==> src/design/bsmv_pkg.sv <==
// ----------------------------------------------------------------------------
// bsmv_pkg: shared types and constants
// Request and result payloads, opcodes, register map and default sizes for
// the block-sparse fixed-point matrix-vector unit.
// ----------------------------------------------------------------------------
package bsmv_pkg;

  localparam int unsigned DefBlockHeight = 4;
  localparam int unsigned DefBlockWidth  = 4;
  localparam int unsigned DefVectorDepth = 1024;
  localparam int unsigned DefMaxReplicas = 4;

  localparam int unsigned ResultLimit = 16;
  localparam int unsigned AddrW       = 5;
  localparam int unsigned IndexW      = 20;

  typedef enum logic [2:0] {
    OP_LOAD   = 3'd0,
    OP_BIAS   = 3'd1,
    OP_WEIGHT = 3'd2,
    OP_FINISH = 3'd3,
    OP_START  = 3'd4
  } bsmv_op_e;

  typedef enum logic [2:0] {
    REG_RELU   = 3'd0,
    REG_SHIFT  = 3'd1,
    REG_NARROW = 3'd2,
    REG_REPS   = 3'd3,
    REG_STRIDE = 3'd4
  } bsmv_reg_e;

  typedef struct packed {
    logic        [2:0]  opcode;
    logic        [1:0]  lane;
    logic        [7:0]  block_col;
    logic        [1:0]  col_offset;
    logic signed [15:0] small_value;
    logic signed [31:0] bias_value;
  } bsmv_in_t;

  typedef struct packed {
    logic signed [31:0]       result_value;
    logic        [IndexW-1:0] out_index;
    logic                     last;
  } bsmv_out_t;

  // snapshot handed from the execute stage to the result sequencer
  typedef struct packed {
    logic              start;
    logic [IndexW-1:0] base;
    logic [3:0]        reps;
    logic [15:0]       stride;
  } bsmv_emit_req_t;

endpackage

==> src/design/bsmv_emit.sv <==
// ----------------------------------------------------------------------------
// bsmv_emit: finish result sequencer
// Holds a snapshot of the processed row block; sends one result per cycle unless
// stalled, through an output register, lane by lane and replica by replica.
// ----------------------------------------------------------------------------
module bsmv_emit #(
  parameter int unsigned ROW_LANES = bsmv_pkg::DefBlockHeight
) (
  input  logic                   clk_i,
  input  logic                   rst_ni,
  input  bsmv_pkg::bsmv_emit_req_t req_i,
  input  logic [31:0]            vals_i [ROW_LANES],
  output logic                   busy_o,
  output logic                   out_valid_o,
  input  logic                   out_stall_i,
  output bsmv_pkg::bsmv_out_t    out_rsp_o
);
  import bsmv_pkg::*;

  localparam int unsigned LaneW = (ROW_LANES > 1) ? $clog2(ROW_LANES) : 1;

  logic              busy_q;
  logic [4:0]        left_q;
  logic [LaneW-1:0]  lane_q;
  logic [IndexW-1:0] roff_q, base_q;
  logic [15:0]       stride_q;
  logic [31:0]       vals_q [ROW_LANES];
  logic              out_valid_q;
  bsmv_out_t         out_q;

  logic              step;
  logic [7:0]        total;
  logic [31:0]       cur_val;

  assign step  = busy_q && (!out_valid_q || !out_stall_i);
  assign total = 8'(req_i.reps) * 8'(ROW_LANES);

  always_comb begin
    cur_val = '0;
    for (int i = 0; i < ROW_LANES; i++) begin
      if (lane_q == LaneW'(i)) cur_val = vals_q[i];
    end
  end

  always_ff @(posedge clk_i or negedge rst_ni) begin
    if (!rst_ni) begin
      busy_q      <= 1'b0;
      left_q      <= '0;
      lane_q      <= '0;
      out_valid_q <= 1'b0;
    end else begin
      out_valid_q <= step || (out_valid_q && out_stall_i);
      if (req_i.start && !busy_q) begin
        left_q <= (total > 8'(ResultLimit)) ? 5'(ResultLimit) : total[4:0];
        busy_q <= (total != 8'd0);
        lane_q <= '0;
      end else if (step) begin
        left_q      <= left_q - 5'd1;
        busy_q      <= (left_q != 5'd1);
        lane_q      <= (lane_q == LaneW'(ROW_LANES - 1)) ? '0 : lane_q + LaneW'(1);
      end
    end
  end

  always_ff @(posedge clk_i) begin
    if (req_i.start && !busy_q) begin
      base_q   <= req_i.base;
      stride_q <= req_i.stride;
      roff_q   <= '0;
      vals_q   <= vals_i;
    end else if (step) begin
      out_q.result_value <= cur_val;
      out_q.out_index    <= base_q + IndexW'(lane_q) + roff_q;
      out_q.last         <= (left_q == 5'd1);
      if (lane_q == LaneW'(ROW_LANES - 1)) roff_q <= roff_q + IndexW'(stride_q);
    end
  end

  assign busy_o      = busy_q;
  assign out_valid_o = out_valid_q;
  assign out_rsp_o   = out_q;

endmodule

==> config.mk <==
export PLATFORM = sky130hd
export DESIGN_NAME = bsmv_emit
export DESIGN_NICKNAME = d
export VERILOG_FILES = /design/src/design/bsmv_pkg.sv /design/src/design/bsmv_emit.sv
export SDC_FILE = /design/constraint.sdc
export NUM_CORES = 1
export LEC_CHECK = 0
export BUFFER_PORTS_ARGS = -buffer_cell sky130_fd_sc_hd__buf_2
export CAP_MARGIN = 10
export CELL_PAD_IN_SITES_DETAIL_PLACEMENT = 1
export CELL_PAD_IN_SITES_GLOBAL_PLACEMENT = 1
export CORE_ASPECT_RATIO = 1.75
export CORE_MARGIN = 2
export CORE_UTILIZATION = 47
export DETAILED_ROUTE_END_ITERATION = 16
export PLACE_DENSITY_LB_ADDON = 0.05
export RECOVER_POWER = 100
export SLEW_MARGIN = 40
export SYNTH_ARGS = -nofsm -noshare
export SYNTH_HDL_FRONTEND = slang
export SYNTH_SLANG_ARGS = --single-unit
==> constraint.sdc <==
create_clock -name clk_i -period 18.1 [get_ports clk_i]
set_input_delay 1.81 -clock clk_i [delete_from_list [all_inputs] [get_ports clk_i]]
set_output_delay 1.81 -clock clk_i [all_outputs]
set_load 0.005 [all_outputs]
==> results.json <==
{
  "wl_per_cell_um": 19.7,
  "violations": "capacitance limit, slew limit",
  "grt_pass1_vias": 8044,
  "syn_area_per_cell_sq_um": 13.3,
  "drtIter0Drc": 230,
  "place.gp.congestion": 0.801,
  "via_per_inst": 5.37,
  "wl_um": 26300,
  "final_cells": 1338,
  "yosys.area_share.xor_xnor": 0.0214,
  "grt_pass1_wl_um": 41300,
  "synthArstFlopShare": 0.0366,
  "yosys-mux-area-fraction": 0.00424,
  "synth_area_sq_mm": 0.0106,
  "syn_inst": 797,
  "cts_resized": 0,
  "run_status": "finished, violations left",
  "place_area_sq_mm": 0.0121,
  "worstHoldPathType": "reg2reg",
  "leakagePower_nw": 4.82,
  "antenna_found_initial": 7,
  "cts.sinks": 246,
  "cp_max_fo": 111,
  "yosys_warnings": 0,
  "hold_violations": 0,
  "pre_cts_ws_ns": 13.84,
  "fin_ws_ns": 9.26,
  "ant_nets": 0,
  "cp_slowest_cell": "clkinvlp_2",
  "final_cell_mix": "edfxtp_1 (217), buf_2 (183), nand2_1 (70)",
  "synthToLayoutAreaGrowth_pct": 19.3,
  "clock.fmax_mhz": 113,
  "power.density_mw_per_mm2": 160,
  "cts_tree": "done",
  "dr.pass1.iters": 4,
  "worst_pin_slew_ns": 4.52,
  "overflow": 0,
  "mostFrequentLayoutCell": "edfxtp_1",
  "root_buffer": "clkbuf_16",
  "die_h_um": 203,
  "cp_data_arrival_time_ns": 8.58,
  "clk_pin_slew_ns": 0.06,
  "ys_ff_latch": 246,
  "cp_cell_sequence": "buf_2, nand2b_1, clkinvlp_2, clkbuf_1",
  "insertion_delay_ns": 0.52,
  "synthesis.nets": 1030,
  "vias": 7185,
  "synth-edff-count": 217,
  "final_util": 0.572,
  "drive_gt1_frac": 0.220,
  "setup_tns_ns": 0,
  "yosys.area_share.simple": 0.0846,
  "hold_buffers": 0,
  "critPathRequiredTime_ns": 17.85,
  "io_pins": 227,
  "ys_types": 54,
  "design.core.area_sq_mm": 0.0222,
  "cts_setup_buffers": 0,
  "setup.worst_path.start_class": "primary input",
  "fin_crit_sh": 0.488,
  "hpwl_um": 19100,
  "cp_top_family": "buffers and inverters",
  "rsz0062_at_grt": "false",
  "fin_hold_ws_ns": 0.486,
  "end_kind": "flip-flop",
  "fin_crit_ns": 8.84,
  "htreeDepth": 1,
  "design_area_sq_mm": 0.0127,
  "drc": 0,
  "dp.cells": 1295,
  "fin_nets": 1256,
  "synth_top_family_by_area": "compound AO/OA/AOI/OAI gates",
  "slew_headroom": -2.03,
  "grt_use_total": 0.222,
  "die-area_sq_mm": 0.0239,
  "nFillCells": 2331,
  "max_stage_delay_ns": 3.73,
  "maxCapViolCount": 4,
  "cts_buffers": 22,
  "synth_compound_area_frac": 0.124,
  "crit_type": "in2reg",
  "initial_core_util": 0.479,
  "clock_path_buffers": 3,
  "slew_violations": 307,
  "die_x_um": 118,
  "synth_fa_ha_area_frac": 0.0747,
  "skew_ns": 0.0158,
  "num_rows": 72,
  "yosysSeqAreaShare": 0.673,
  "synth_flop_cell": "edfxtp_1",
  "power_mw": 2.03,
  "ir_worst_vdd_v": 0.0000919,
  "grt_max_degree": 112,
  "io_buffers": 226,
  "setup_violations": 0,
  "reg2reg_setup_slack_ns": 10.17,
  "path_buf_inv": 3
}
[synth_stat cells, drive strengths merged (10+ instances only)]
cell / number / area, sq um
edfxtp: 217 / 6520
nand2: 70 / 263
o21ai: 65 / 333
a21oi: 64 / 320
ha: 57 / 713
nor2: 57 / 214
a22oi: 32 / 240
clkbuf: 25 / 93.8
dfxtp: 20 / 400
inv: 20 / 75.1
xnor2: 20 / 175
nand3: 19 / 95.1
nor3: 15 / 80.1
a211oi: 10 / 85.1
[layout make-up]
class / instances / area [sq um] / share of cell area
Sequential cell: 246 / 7140 / 0.564
Tap cell: 296 / 370 / 0.0292
Antenna cell: 7 / 17.5 / 0.00138
Clock inverter: 11 / 81.3 / 0.00642
Multi-Input combinational cell: 500 / 3280 / 0.259
Timing Repair Buffer: 232 / 1110 / 0.0877
Inverter: 21 / 80.1 / 0.00632
Clock buffer: 25 / 583 / 0.0460
[logic make-up after synthesis]
logic type | Yosys count
flip-flops | 246
AO/OA/AOI/OAI | 212
adder cells (fa/ha/maj) | 61
multiplexers | 4
XOR/XNOR | 26
AND/OR/NAND/NOR | 197
buffers and inverters | 51
[report_power, final]
part	internal (mW)	switching [mW]	total (mW)
clock network	0.245	0.202	0.447
registers	0.823	0.0599	0.883
logic	0.260	0.441	0.701
total	1.33	0.703	2.03
[per-layer routing]
metal / track usage / up-vias / wire length [um]
li1: - / 3452 / -
met1: 0.219 / 3459 / 8820
met2: 0.426 / 208 / 14900
met3: 0.0545 / 64 / 1550
met4: 0.108 / 2 / 1050
met5: 0 / - / 13
[final timing paths]
kind,start,end,depth (start not counted)
worst max-delay path,req_i[40],vals_q[77],4
worst min-delay path,roff_q[0],roff_q[0],2
worst max register to register,busy_o,vals_q[77],3
worst min register to register,roff_q[0],roff_q[0],2
max in group asynchronous,rst_ni,left_q[0],1
min in group asynchronous,rst_ni,lane_q[0],1
[worst min-delay path, stage by stage, from the launching register on]
cell and delay, ns:
dfxtp_1 0.33, nand2_1 0.06, a21oi_1 0.05
[sequential cells by signal (all words and copies together), names as in the netlist]
name / count
out_rsp_o: 53
base_q: 20
stride_q: 16
vals_q: 128
out_valid_o: 1
lane_q: 2
roff_q: 20
busy_o: 1
left_q: 5
(Power assumes the default switching activity.)
